===== config.mk =====
export PLATFORM = sky130hd
export DESIGN_NAME = dsp_host_parallel_port_dma
export DESIGN_NICKNAME = d
export VERILOG_FILES = /design/src/rtl/core/hppdma_pkg.sv /design/src/rtl/core/dsp_host_parallel_port_dma.sv
export SDC_FILE = /design/constraint.sdc
export NUM_CORES = 1
export LEC_CHECK = 0
export ABC_AREA = 1
export BUFFER_PORTS_ARGS = -buffer_cell sky130_fd_sc_hd__buf_2
export CAP_MARGIN = 0
export CELL_PAD_IN_SITES_DETAIL_PLACEMENT = 1
export CELL_PAD_IN_SITES_GLOBAL_PLACEMENT = 1
export CORE_MARGIN = 3
export CORE_UTILIZATION = 39
export CTS_CLUSTER_SIZE = 10
export DETAILED_ROUTE_END_ITERATION = 12
export PLACE_DENSITY_LB_ADDON = 0.1
export RECOVER_POWER = 100
export SLEW_MARGIN = 20
export SYNTH_ARGS = -nofsm -noshare
export SYNTH_HDL_FRONTEND = slang
export SYNTH_SLANG_ARGS = --single-unit

===== constraint.sdc =====
create_clock -name clock -period 3.51 [get_ports clock]
set_input_delay 0.351 -clock clock [delete_from_list [all_inputs] [get_ports clock]]
set_output_delay 0.351 -clock clock [all_outputs]
set_load 0.02 [all_outputs]

===== src/rtl/core/hppdma_pkg.sv =====
package hppdma_pkg;

   // item kinds on the request channel
   typedef enum logic [1:0] {
      KIND_WRITE = 2'd0,
      KIND_READ  = 2'd1,
      KIND_REPLY = 2'd2,
      KIND_IDLE  = 2'd3
   } kind_type;

   // internal registers reached through the slot table
   typedef enum logic [3:0] {
      HREG_PAR  = 4'd0,
      HREG_PDR  = 4'd1,
      HREG_EMR  = 4'd2,
      HREG_ESR  = 4'd3,
      HREG_PCR  = 4'd4,
      HREG_PIR  = 4'd5,
      HREG_PARE = 4'd6,
      HREG_PDR2 = 4'd7,
      HREG_RES  = 4'd8
   } hreg_type;

   // byte lane of a slot
   typedef enum logic [1:0] {
      LANE_FULL = 2'd0,
      LANE_LOW  = 2'd1,
      LANE_HIGH = 2'd2
   } lane_type;

   // memory request codes
   typedef enum logic [2:0] {
      MEM_NONE       = 3'd0,
      MEM_READ_WORD  = 3'd1,
      MEM_READ_LONG  = 3'd2,
      MEM_WRITE_WORD = 3'd3,
      MEM_WRITE_LONG = 3'd4
   } mem_req_type;

   typedef struct packed {
      hreg_type hreg;
      lane_type lane;
   } slot_type;

   // control word bit positions
   localparam int unsigned CtlReset = 0;
   localparam int unsigned CtlMap   = 1;
   localparam int unsigned CtlEni   = 2;
   localparam int unsigned CtlDma   = 3;
   localparam int unsigned CtlAuto  = 4;
   localparam int unsigned CtlPdf   = 5;
   localparam int unsigned CtlPif   = 6;
   localparam int unsigned CtlDma32 = 8;
   localparam int unsigned CtlPort16 = 9;

   // control bits the host cannot write
   localparam logic [15:0] CtlHostKeep  = 16'h0060;
   localparam logic [15:0] CtlAfterReset = 16'h0001;
   localparam logic [15:0] EmrReset     = 16'hffff;
   localparam logic [15:0] ReadReserved = 16'hffff;
   localparam logic [23:0] AlignWord    = 24'hfffffe;
   localparam logic [23:0] AlignLong    = 24'hfffffc;

   function automatic slot_type mk(input hreg_type r, input lane_type l);
      slot_type s;
      s.hreg = r;
      s.lane = l;
      return s;
   endfunction

   // mode table: 4 modes by 16 host slots
   function automatic slot_type slot_lookup(input logic [1:0] mode, input logic [3:0] idx);
      slot_type s;
      s = mk(HREG_RES, LANE_FULL);
      unique case (mode)
         2'd0, 2'd1: begin
            unique case (idx)
               4'd0: s = mk(HREG_PAR, LANE_LOW);
               4'd1: s = mk(HREG_PAR, LANE_HIGH);
               4'd2: s = mk(HREG_PDR, LANE_LOW);
               4'd3: s = mk(HREG_PDR, LANE_HIGH);
               4'd4: s = mk(HREG_EMR, LANE_LOW);
               4'd5: s = mk(HREG_EMR, LANE_HIGH);
               4'd6: s = mk(HREG_ESR, LANE_LOW);
               4'd7: s = mk(HREG_PCR, LANE_LOW);
               default: begin
                  if (mode == 2'd0) begin
                     s = mk(HREG_PIR, LANE_HIGH);
                  end else begin
                     unique case (idx)
                        4'd8:  s = mk(HREG_PIR, LANE_LOW);
                        4'd9:  s = mk(HREG_PIR, LANE_HIGH);
                        4'd10: s = mk(HREG_PCR, LANE_HIGH);
                        4'd11: s = mk(HREG_PARE, LANE_LOW);
                        4'd12: s = mk(HREG_PDR2, LANE_LOW);
                        4'd13: s = mk(HREG_PDR2, LANE_HIGH);
                        default: s = mk(HREG_RES, LANE_FULL);
                     endcase
                  end
               end
            endcase
         end
         2'd3: begin
            unique case (idx)
               4'd0:  s = mk(HREG_PAR, LANE_FULL);
               4'd2:  s = mk(HREG_PDR, LANE_FULL);
               4'd4:  s = mk(HREG_EMR, LANE_FULL);
               4'd6:  s = mk(HREG_ESR, LANE_LOW);
               4'd7:  s = mk(HREG_PCR, LANE_FULL);
               4'd8:  s = mk(HREG_PIR, LANE_FULL);
               4'd11: s = mk(HREG_PARE, LANE_LOW);
               4'd12: s = mk(HREG_PDR2, LANE_FULL);
               default: s = mk(HREG_RES, LANE_FULL);
            endcase
         end
         default: s = mk(HREG_RES, LANE_FULL);
      endcase
      return s;
   endfunction

endpackage


===== src/rtl/core/dsp_host_parallel_port_dma.sv =====
// Channel   Direction  Handshake          Payload
// req_      in         req_valid/stall    kind, reg_index, write_data, mem_read_data
// rsp_      out        rsp_valid/stall    read_data, mem_request, mem_address,
//                                         mem_write_data, pif_pin, core_reset
//
// One transfer per cycle while req_stall is low: each request is decoded, merged into the register file
// and its result captured in the output register in the cycle it is accepted.
// rsp_valid rises in the cycle after the request transfer.
// Synchronous active-high reset clears all host registers (mask to 0xffff).
// req_stall rises only while a held result waits under rsp_stall.
module dsp_host_parallel_port_dma (
   input  logic        clock,
   input  logic        reset,
   input  logic        req_valid,
   output logic        req_stall,
   input  logic [1:0]  req_kind,
   input  logic [3:0]  req_reg_index,
   input  logic [15:0] req_write_data,
   input  logic [31:0] req_mem_read_data,
   output logic        rsp_valid,
   input  logic        rsp_stall,
   output logic [15:0] rsp_read_data,
   output logic [2:0]  rsp_mem_request,
   output logic [23:0] rsp_mem_address,
   output logic [31:0] rsp_mem_write_data,
   output logic        rsp_pif_pin,
   output logic        rsp_core_reset
);

   // host register state
   logic [15:0] addr_low_ff, addr_low_in;
   logic [7:0]  addr_ext_ff, addr_ext_in;
   logic [15:0] data_high_ff, data_high_in;
   logic [15:0] data_low_ff, data_low_in;
   logic [15:0] hint_ff, hint_in;
   logic [15:0] ctrl_ff, ctrl_in;
   logic [15:0] emr_ff, emr_in;
   logic [7:0]  esr_ff, esr_in;
   logic        load_wait_ff, load_wait_in;
   logic        load_long_ff, load_long_in;

   // result register
   logic        rsp_valid_ff;
   logic [15:0] read_data_ff, read_data_in;
   logic [2:0]  mem_req_ff, mem_req_in;
   logic [23:0] mem_addr_ff, mem_addr_in;
   logic [31:0] mem_wdata_ff, mem_wdata_in;
   logic        pin_ff, pin_in;
   logic        pulse_ff, pulse_in;

   logic                 req_accept;
   hppdma_pkg::slot_type slot;

   assign req_stall  = rsp_valid_ff && rsp_stall;
   assign req_accept = req_valid && !req_stall;

   // decode and execute one host access
   always_comb begin
      logic [15:0] keep;
      logic [15:0] wd;
      logic [15:0] rval;
      logic [15:0] ctrl_new;
      logic [23:0] full_addr;
      logic        upper;
      logic        do_load;
      logic        do_auto;

      slot = hppdma_pkg::slot_lookup({ctrl_ff[hppdma_pkg::CtlPort16],
                                      ctrl_ff[hppdma_pkg::CtlMap]}, req_reg_index);
      addr_low_in  = addr_low_ff;
      addr_ext_in  = addr_ext_ff;
      data_high_in = data_high_ff;
      data_low_in  = data_low_ff;
      hint_in      = hint_ff;
      ctrl_in      = ctrl_ff;
      emr_in       = emr_ff;
      esr_in       = esr_ff;
      load_wait_in = load_wait_ff;
      load_long_in = load_long_ff;
      read_data_in = 16'h0000;
      mem_req_in   = hppdma_pkg::MEM_NONE;
      mem_addr_in  = 24'h000000;
      mem_wdata_in = 32'h00000000;
      pulse_in     = 1'b0;
      rval         = 16'h0000;
      ctrl_new     = 16'h0000;
      full_addr    = 24'h000000;
      do_load      = 1'b0;
      do_auto      = 1'b0;

      // lane mask and aligned write data
      upper = (slot.lane != hppdma_pkg::LANE_LOW);
      case (slot.lane)
         hppdma_pkg::LANE_LOW: begin
            keep = 16'hff00;
            wd   = {8'h00, req_write_data[7:0]};
         end
         hppdma_pkg::LANE_HIGH: begin
            keep = 16'h00ff;
            wd   = {req_write_data[7:0], 8'h00};
         end
         default: begin
            keep = 16'h0000;
            wd   = req_write_data;
         end
      endcase

      unique case (hppdma_pkg::kind_type'(req_kind))
         hppdma_pkg::KIND_WRITE: begin
            unique case (slot.hreg)
               hppdma_pkg::HREG_PAR: begin
                  addr_low_in = (addr_low_ff & keep) | wd;
                  do_load     = upper;
               end
               hppdma_pkg::HREG_PARE: addr_ext_in = (addr_ext_ff & keep[7:0]) | wd[7:0];
               hppdma_pkg::HREG_PDR: begin
                  data_high_in = (data_high_ff & keep) | wd;
                  if (upper) begin
                     // store the data word, clear data full, then step the address
                     if (ctrl_ff[hppdma_pkg::CtlDma]) begin
                        full_addr = {addr_ext_ff, addr_low_ff};
                        if (ctrl_ff[hppdma_pkg::CtlDma32]) begin
                           mem_req_in   = hppdma_pkg::MEM_WRITE_LONG;
                           mem_addr_in  = full_addr & hppdma_pkg::AlignLong;
                           mem_wdata_in = {data_high_in, data_low_ff};
                        end else begin
                           mem_req_in   = hppdma_pkg::MEM_WRITE_WORD;
                           mem_addr_in  = full_addr & hppdma_pkg::AlignWord;
                           mem_wdata_in = {16'h0000, data_high_in};
                        end
                        ctrl_in[hppdma_pkg::CtlPdf] = 1'b0;
                     end
                     do_auto = 1'b1;
                  end
               end
               hppdma_pkg::HREG_PDR2: data_low_in = (data_low_ff & keep) | wd;
               hppdma_pkg::HREG_EMR:  emr_in = (emr_ff & keep) | wd;
               hppdma_pkg::HREG_ESR:  esr_in = (esr_ff & keep[7:0]) | wd[7:0];
               hppdma_pkg::HREG_PCR: begin
                  ctrl_new = (ctrl_ff & (keep | hppdma_pkg::CtlHostKeep))
                           | (wd & ~(keep | hppdma_pkg::CtlHostKeep));
                  ctrl_in  = ctrl_new;
                  // rising core reset bit
                  if (!ctrl_ff[hppdma_pkg::CtlReset] && ctrl_new[hppdma_pkg::CtlReset]) begin
                     pulse_in = 1'b1;
                     ctrl_in  = hppdma_pkg::CtlAfterReset;
                     esr_in   = 8'h00;
                     emr_in   = hppdma_pkg::EmrReset;
                  end
               end
               hppdma_pkg::HREG_PIR: begin
                  hint_in = (hint_ff & keep) | wd;
                  if (upper) begin
                     ctrl_in[hppdma_pkg::CtlPif] = 1'b1;
                  end
               end
               default: ;
            endcase
         end
         hppdma_pkg::KIND_READ: begin
            unique case (slot.hreg)
               hppdma_pkg::HREG_PAR:  rval = addr_low_ff | 16'h0001;
               hppdma_pkg::HREG_PARE: rval = {8'h00, addr_ext_ff};
               hppdma_pkg::HREG_PDR: begin
                  rval    = data_high_ff;
                  do_auto = (slot.lane != hppdma_pkg::LANE_HIGH);
                  do_load = (slot.lane == hppdma_pkg::LANE_FULL);
               end
               hppdma_pkg::HREG_PDR2: rval = data_low_ff;
               hppdma_pkg::HREG_EMR:  rval = emr_ff;
               hppdma_pkg::HREG_ESR:  rval = {8'h00, esr_ff};
               hppdma_pkg::HREG_PCR:  rval = ctrl_ff;
               hppdma_pkg::HREG_PIR: begin
                  rval = hint_ff;
                  if (slot.lane == hppdma_pkg::LANE_FULL) begin
                     ctrl_in[hppdma_pkg::CtlPif] = 1'b0;
                  end
               end
               default: rval = hppdma_pkg::ReadReserved;
            endcase
            // shift the selected lane down
            if (slot.hreg == hppdma_pkg::HREG_RES) begin
               read_data_in = rval;
            end else begin
               case (slot.lane)
                  hppdma_pkg::LANE_HIGH: read_data_in = {8'h00, rval[15:8]};
                  hppdma_pkg::LANE_LOW:  read_data_in = {8'h00, rval[7:0]};
                  default:               read_data_in = rval;
               endcase
            end
         end
         hppdma_pkg::KIND_REPLY: begin
            // fill the data register from a waiting load
            if (load_wait_ff) begin
               if (load_long_ff) begin
                  data_high_in = req_mem_read_data[31:16];
                  data_low_in  = req_mem_read_data[15:0];
               end else begin
                  data_high_in = req_mem_read_data[15:0];
               end
               load_wait_in = 1'b0;
               ctrl_in[hppdma_pkg::CtlPdf] = 1'b1;
            end
         end
         default: ;
      endcase

      // address auto-increment, carry into the extension
      if (do_auto && ctrl_ff[hppdma_pkg::CtlAuto]) begin
         {addr_ext_in, addr_low_in} = {addr_ext_in, addr_low_in}
            + (ctrl_ff[hppdma_pkg::CtlDma32] ? 24'd4 : 24'd2);
      end

      // load from the updated address
      if (do_load && ctrl_ff[hppdma_pkg::CtlDma]) begin
         full_addr    = {addr_ext_in, addr_low_in};
         load_wait_in = 1'b1;
         load_long_in = ctrl_ff[hppdma_pkg::CtlDma32];
         if (ctrl_ff[hppdma_pkg::CtlDma32]) begin
            mem_req_in  = hppdma_pkg::MEM_READ_LONG;
            mem_addr_in = full_addr & hppdma_pkg::AlignLong;
         end else begin
            mem_req_in  = hppdma_pkg::MEM_READ_WORD;
            mem_addr_in = full_addr & hppdma_pkg::AlignWord;
         end
         mem_wdata_in = 32'h00000000;
      end

      pin_in = ctrl_in[hppdma_pkg::CtlPif] && ctrl_in[hppdma_pkg::CtlEni];
   end

   // advance register state on each request transfer
   always_ff @(posedge clock) begin
      if (reset) begin
         addr_low_ff  <= 16'h0000;
         addr_ext_ff  <= 8'h00;
         data_high_ff <= 16'h0000;
         data_low_ff  <= 16'h0000;
         hint_ff      <= 16'h0000;
         ctrl_ff      <= 16'h0000;
         emr_ff       <= hppdma_pkg::EmrReset;
         esr_ff       <= 8'h00;
         load_wait_ff <= 1'b0;
         load_long_ff <= 1'b0;
      end else if (req_accept) begin
         addr_low_ff  <= addr_low_in;
         addr_ext_ff  <= addr_ext_in;
         data_high_ff <= data_high_in;
         data_low_ff  <= data_low_in;
         hint_ff      <= hint_in;
         ctrl_ff      <= ctrl_in;
         emr_ff       <= emr_in;
         esr_ff       <= esr_in;
         load_wait_ff <= load_wait_in;
         load_long_ff <= load_long_in;
      end
   end

   // hold the result until the response transfer
   always_ff @(posedge clock) begin
      if (reset) begin
         rsp_valid_ff <= 1'b0;
      end else if (req_accept) begin
         rsp_valid_ff <= 1'b1;
      end else if (!rsp_stall) begin
         rsp_valid_ff <= 1'b0;
      end
   end

   always_ff @(posedge clock) begin
      if (req_accept) begin
         read_data_ff <= read_data_in;
         mem_req_ff   <= mem_req_in;
         mem_addr_ff  <= mem_addr_in;
         mem_wdata_ff <= mem_wdata_in;
         pin_ff       <= pin_in;
         pulse_ff     <= pulse_in;
      end
   end

   assign rsp_valid          = rsp_valid_ff;
   assign rsp_read_data      = read_data_ff;
   assign rsp_mem_request    = mem_req_ff;
   assign rsp_mem_address    = mem_addr_ff;
   assign rsp_mem_write_data = mem_wdata_ff;
   assign rsp_pif_pin        = pin_ff;
   assign rsp_core_reset     = pulse_ff;

endmodule


Word-level counts from Yosys, hierarchy flattened
Memory sizes are Yosys's and may differ from the RTL's.
Cells that the tools add are included.
- add/subtract/negate cells: 1
- bitwise gates (word level): 23
- muxes and demuxes: 68
- reduce and logical (&&, ||, !) cells: 30
- eq/ne operators: 38
- operators with widths (operator ; count):
    2-to-1 mux 16 bit ; 13
    one-hot mux 16 bit (2 select lines) ; 6
    one-hot mux 16 bit (8 select lines) ; 1
    2-to-1 mux 24 bit ; 5
    AND 16 bit ; 7
    OR 16 bit ; 6
    one-hot mux 6 bit (8 select lines) ; 1
    one-hot mux 6 bit (6 select lines) ; 1
    equality test 4 x 3 -> 1 bit (second input constant) ; 8
    2-to-1 mux 8 bit ; 4
    equality test 4 bit (second input constant) ; 7
    2-to-1 mux 3 bit ; 9
    adder 24 x 3 -> 24 bit ; 1
    AND 8 bit ; 2
    equality test 4 x 2 -> 1 bit (second input constant) ; 4
    2-to-1 mux 1 bit ; 16
    NOT 16 bit ; 1
    OR 8 bit ; 2
    one-hot mux 8 bit (2 select lines) ; 1
    one-hot mux 1 bit (2 select lines) ; 6
    one-hot mux 6 bit (2 select lines) ; 1
    AND reduction 4 bit ; 3
    equality test 4 x 1 -> 1 bit (second input constant) ; 2
    logical NOT 4 bit ; 2
    other kinds (20) ; 51
- register bits: 192
- ROM bits: 80
- output and inout port bits: 79
- logic and storage cells: 181
- memories: 1
- memories (name ; depth ; bits a word ; rd ports ; clocked after Yosys merged registers in ; write ports ; line ; text):
    (name not given) ; 16 ; 5 ; 1 ; 0 ; 0 ; hppdma_pkg.sv:104 ; unique case (idx)

Depth between registers and ports, before layout
- depth after elaboration: 15
- gate-level depth with buffers: 25
- gate-level depth less buffers: 25

Least setup slack after synthesis
OpenSTA, ideal clock, no wires.
- path type: input port to flip-flop
- from: input req_reg_index[0]
- to: register mem_addr_ff[18] (netlist: rsp_mem_address[18]), data pin
- stages: 22
- required time: 3.244 ns
- data arrival time: 3.543 ns
- buffers on the path: 0
- slack: -0.298 ns
- library setup time: 0.266 ns
- cell sequence: ha_1 nand2_1 inv_1 o21ai_0 nand3_1 a32oi_1 inv_1 ha_1 nor2_1 nor2_1 a32oi_1 inv_1 ha_1 a21oi_1 nor2_1 nand2_2 nor2_8 nand3_1 nor2_2 nand3_1 nand2_1 o21ai_1
- longest elaborated chain between the ends: 14
- elaborated cells on any way between the ends: 52
- classes of those cells: add/sub: 1; eq/ne: 19; mux: 22; bitwise: 4; reduce/logical: 5; memory: 1
- ends and longest elaborated chain (element ; line ; text):
    start, declared ; dsp_host_parallel_port_dma.sv:17 ; input logic [3:0] req_reg_index,
    equality test 4 bit ; hppdma_pkg.sv:90 ; unique case (idx)
    one-hot mux 6 bit (6 select lines) ; hppdma_pkg.sv:90 ;
    2-to-1 mux 6 bit ; hppdma_pkg.sv:87 ; if (mode == 2'd0) begin
    one-hot mux 6 bit (8 select lines) ; hppdma_pkg.sv:77 ; unique case (idx)
    one-hot mux 6 bit (2 select lines) (*) ; hppdma_pkg.sv:75 ; unique case (mode)
    equality test 2 bit or equality test 2 x 1 -> 1 bit (tied branches) ; dsp_host_parallel_port_dma.sv:93 ; case (slot.lane)
    one-hot mux 16 bit (2 select lines) ; dsp_host_parallel_port_dma.sv:93 ;
    AND 16 bit or AND 8 bit (tied branches) ; dsp_host_parallel_port_dma.sv:112, dsp_host_parallel_port_dma.sv:115 ;
    OR 16 bit or OR 8 bit (tied branches) ; dsp_host_parallel_port_dma.sv:112, dsp_host_parallel_port_dma.sv:115 ;
    2-to-1 mux 16 bit or 2-to-1 mux 8 bit (tied branches) ; dsp_host_parallel_port_dma.sv:110 ; unique case (slot.hreg)
    2-to-1 mux 16 bit or 2-to-1 mux 8 bit (tied branches) ; dsp_host_parallel_port_dma.sv:108 ; unique case (hppdma_pkg::kind_type'(req_kind))
    adder 24 x 3 -> 24 bit ; dsp_host_parallel_port_dma.sv:211 ; + (ctrl_ff[hppdma_pkg::CtlDma32] ? 24'd4 : 24'd2);
    2-to-1 mux 8 bit ; dsp_host_parallel_port_dma.sv:209 ; if (do_auto && ctrl_ff[hppdma_pkg::CtlAuto]) begin
    2-to-1 mux 24 bit (*) ; dsp_host_parallel_port_dma.sv:215 ; if (do_load && ctrl_ff[hppdma_pkg::CtlDma]) begin
    net mem_addr_in[18] ; dsp_host_parallel_port_dma.sv:46 ; logic [23:0] mem_addr_ff, mem_addr_in;
    end signal, assigned ; dsp_host_parallel_port_dma.sv:274 ; mem_addr_ff <= mem_addr_in;
    end, declared ; dsp_host_parallel_port_dma.sv:46 ;
The timed path passes the listed nets; every way through them passes the cells marked *.
A chain may end at the register's enable or synchronous reset.

Worst setup path after layout
- from: register ctrl_ff[1]
- to: register mem_addr_ff[10] (netlist: rsp_mem_address[10]), data pin
- longest elaborated chain between the ends: 13
- elaborated cells on any way between the ends: 35
- classes of those cells: add/sub: 1; eq/ne: 7; mux: 19; bitwise: 2; reduce/logical: 6
- ends and longest elaborated chain (element ; line ; text):
    start, declared ; dsp_host_parallel_port_dma.sv:36 ; logic [15:0] ctrl_ff, ctrl_in;
    start signal, assigned ; dsp_host_parallel_port_dma.sv:251 ; ctrl_ff <= ctrl_in;
    logical NOT 2 bit ; hppdma_pkg.sv:75, hppdma_pkg.sv:87 ;
    2-to-1 mux 6 bit ; hppdma_pkg.sv:87 ;
    one-hot mux 6 bit (8 select lines) ; hppdma_pkg.sv:77 ;
    one-hot mux 6 bit (2 select lines) (*) ; hppdma_pkg.sv:75 ;
    equality test 2 bit or equality test 2 x 1 -> 1 bit (tied branches) ; dsp_host_parallel_port_dma.sv:93 ;
    one-hot mux 16 bit (2 select lines) ; dsp_host_parallel_port_dma.sv:93 ;
    AND 16 bit ; dsp_host_parallel_port_dma.sv:112 ; addr_low_in = (addr_low_ff & keep) | wd;
    OR 16 bit ; dsp_host_parallel_port_dma.sv:112 ;
    2-to-1 mux 16 bit ; dsp_host_parallel_port_dma.sv:110 ;
    2-to-1 mux 16 bit ; dsp_host_parallel_port_dma.sv:108 ;
    adder 24 x 3 -> 24 bit ; dsp_host_parallel_port_dma.sv:211 ;
    2-to-1 mux 16 bit ; dsp_host_parallel_port_dma.sv:209 ;
    2-to-1 mux 24 bit (*) ; dsp_host_parallel_port_dma.sv:215 ;
    net mem_addr_in[10] ; dsp_host_parallel_port_dma.sv:46 ;
Marked as above.

==> results by group <==
GRT
  – Met2 usage in global routing: 0.490
  – GRT Total Usage: 0.311
  – Initial antenna violation count: 0
  – Grt ovf: 0
  – GRT busiest layer: met2
  – Largest net degree at the start of global routing: 80
  – First-pass GRT wire length: 69.2 mm
  – M3 GR Usage: 0.0529
  – Vias in the first global route: 11700
  – Global Route met1 Usage: 0.426

Min path
  – Hold path depth: 3
  – Min-Delay Path Class: primary input to register

Floorplanning
  – Total Die Area: 29100 sq um
  – Num ports: 137
  – Die W: 171 um
  – Core footprint: 26400 sq um
  – Initial core utilization: 0.401
  – Die H: 171 um
  – # rows: 59

Routing
  – Antenna-violating nets left: 0
  – Total wire length: 46.5 mm
  – Drt first-iter violations: 1097
  – Pre-antenna DRT Iters: 6
  – Via count: 11700
  – DRC Markers: 0
  – Routed len/inst: 23.1 um
  – Vias per cell: 5.82

Pwr
  – PD cells: 419 nW/um^2
  – Leakage: 0.00554 uW
  – Max VDD drop: 0.325 mV

Placed design
  – Port Buffers: 135
  – Placed Instances: 1970
  – GPL Wtd Cong: 0.977
  – Placement Cell Area: 12800 sq um
  – DP HPWL: 33.9 mm

Timing
  – Slew @ Worst Pin: 1.93 ns
  – Fin crit period: 3.55 ns
  – Final worst path period share: 1.01
  – Final hold vios: 0
  – Count of final max-slew check failures: 32
  – Endpoints failing setup: 2
  – Worst slew margin: -0.286
  – Top achievable clock speed: 282 MHz
  – Clock Skew: 0.0214 ns
  – Worst Setup Slack, final: -0.0357 ns
  – RSZ-0062 raised after global routing: true

Synth
  – Synth top area share: 0.216
  – Simple-Gate Fraction of Synth Area: 0.193
  – Synth Cell Area: 10600 sq um
  – Top cells by area, synth: dfxtp_1, edfxtp_1, nand2_1
  – FF+latch count, synth: 190
  – Async S/R FF share, synth: 0
  – EDFF count, synth: 76
  – Mux share of post-synthesis cell area: 0.000947
  – Synth Area in Adders: 0.0149
  – Main combinational cell family by area after synthesis: compound AO/OA/AOI/OAI gates
  – Yosys warnings: 0
  – Syn_nets: 1459
  – Compound-Gate Fraction of Synth Area: 0.257
  – Sequential area share after synthesis: 0.432
  – Predominant post-synthesis flop cell: dfxtp_1
  – Cell variety after synth: 53
  – Cell taking the most area after synthesis: dfxtp_1
  – Avg Inst Size Synth: 7.61 sq um
  – Post-Syn Instances: 1389
  – Post-Synth XOR/XNOR Area: 0.00580

Clocking
  – Deepest clock path buffer count: 2
  – CTS clk-pin slew, worst paths: 0.09 ns
  – Worst-Skew Late Latency: 0.45 ns
  – Clk sinks: 190
  – Htree depth: 4
  – Num CTS Buffers: 17
  – CTS Root Cell: clkbuf_16
  – CTS tree: done

Worst setup path
  – Crit-path cells: nor2_4 > nor2_4 > o21ai_1 > nand3_1 > a32oi_2 > inv_2 > ha_4 > nor2_4 > nor2_2 > a32oi_2 > inv_2 > ha_1 > a21oi_1 > nor2_1 > nand2_2 > nor2_8 > buf_6 > nand3_2 > o21ai_2 > o22ai_2
  – Critical path's slowest cell: dfxtp_4
  – Kind of critical path: register to register
  – Crit Path Max Fanout: 7
  – Startpoint class of the critical path: register
  – Max incr delay on CP: 0.38 ns
  – CP arrival: 3.72 ns
  – Reg2Reg Depth: 20
  – Critical path buffers and inverters: 3
  – Instance count on the critical path: 20
  – Crit. End Element: register
  – Family with the most delay on the worst path: simple AND/OR/NAND/NOR gates
  – Crit path top cell by count: nor2_4
  – Worst EP required: 3.69 ns

Finish
  – Antenna Cells: 0
  – Share of cells above drive strength 1: 0.242
  – Number of nets in the layout: 1738
  – Layout area overhead: 30.4%
  – Post-layout instance area: 13800 sq um
  – Fill cells: 3283
  – Final Instance Count excl. Fillers: 2016

Outcome
  – Status: complete, but fails checks
  – Failing checks: max-capacitance violations, max-slew violations, negative setup slack

Job
  – Max-cap violation count: 1
## cells in the mapped netlist, types with 8 or more instances
cell type / n
nand2_1: 207
inv_1: 175
nor2_4: 8
ha_1: 11
nor2_1: 146
nor2_2: 11
a211oi_1: 51
o22ai_1: 96
buf_2: 9
a21oi_1: 124
o211ai_1: 18
nand4_1: 9
edfxtp_1: 76
dfxtp_1: 114
o21ai_1: 20
clkbuf_1: 52
nand3_1: 47
o21ai_0: 116
nand2_2: 11
## path summary, 6_finish.rpt
path | startpoint | to | slack, ns
hold / removal | req_valid | rsp_valid | 0.17
hold reg to reg | ctrl_ff[11] | ctrl_ff[11] | 0.48
setup reg to reg | ctrl_ff[1] | rsp_mem_address[10] | -0.04
setup / recovery | ctrl_ff[1] | rsp_mem_address[10] | -0.04
## layer usage
metal,share of wire,routed length [um],up-vias
li1,-,-,5347
met5,0,0,-
met3,0.089,4130,106
met2,0.45,20800,552
met4,0.041,1890,0
met1,0.42,19600,5722
## state kept, by name, summed over array words and instances, names as in the netlist, 16 cells and up, named ones only
signal              cells
rsp_mem_address        23
rsp_mem_write_data     32
emr_ff                 16
data_low_ff            16
rsp_read_data          16
hint_ff                16
data_high_ff           16
## cell usage in the layout (no fill, tap or decap), drive strengths merged, types with 5 or more instances in the layout
cell type,n
clkbuf,100
a21oi,124
nand4,9
buf,251
o21ai,140
nor2,168
dfxtp,114
edfxtp,76
a221oi,7
nor3,5
inv,186
nand2,219
a211oi,51
xor2,5
clkinv,13
o211ai,18
a211o,5
nand3,52
ha,11
o22ai,96
## power by group
part           switching, uW  internal (uW)  leakage [uW]
Clock                   1030            998      0.000292
Combinational            861            443       0.00355
Sequential              55.2           2380       0.00170
## final cells by class
class	instances	area (sq um)	share of cell area
Clock buffer	19	454	0.0330
Clock inverter	13	144	0.0104
Tap cell	335	419	0.0304
Inverter	187	707	0.0513
Timing Repair Buffer	332	2110	0.153
Sequential cell	190	4570	0.332
Multi-Input combinational cell	940	5370	0.390
## through the flow
step	power [uW]	hold WS [ns]	TNS, ns	setup slack (ns)	util
3_3_place_gp	3660	0.454	-9.12	-0.323	0.487
4_1_cts	5690	0.169	-0.00392	-0.00392	0.511
3_5_place_dp	3690	0.468	-16.71	-0.456	0.487
5_1_grt	5960	0.188	-4.37	-0.263	0.523
6_report	5770	0.166	-0.0671	-0.0357	0.523
2_1_floorplan	3100	0.436	-0.0118	-0.00590	-
## cells by family after synthesis
family	Yosys count
AND/OR/NAND/NOR	459
multiplexers	1
other	1
flip-flops	190
XOR/XNOR	7
buffers and inverters	259
AO/OA/AOI/OAI	460
adder cells (fa/ha/maj)	12
## what timing repair did
action,CTS,global route
gates resized for setup,10,75
setup endpoints to repair,50,48
hold buffers,0,0
setup buffers,1,13
gates cloned,0,0
pin swaps,4,29
## worst reg2reg max path, delay by kind of cell, from the launching register on
kind	cells	cell delay [ns]
AND/OR/NAND/NOR	9	1.06
AO/OA/AOI/OAI	6	0.98
adder cells (fa/ha/maj)	2	0.55
flip-flops	1	0.38
buffers and inverters	3	0.31
Power figures use the tool's default switching activity.
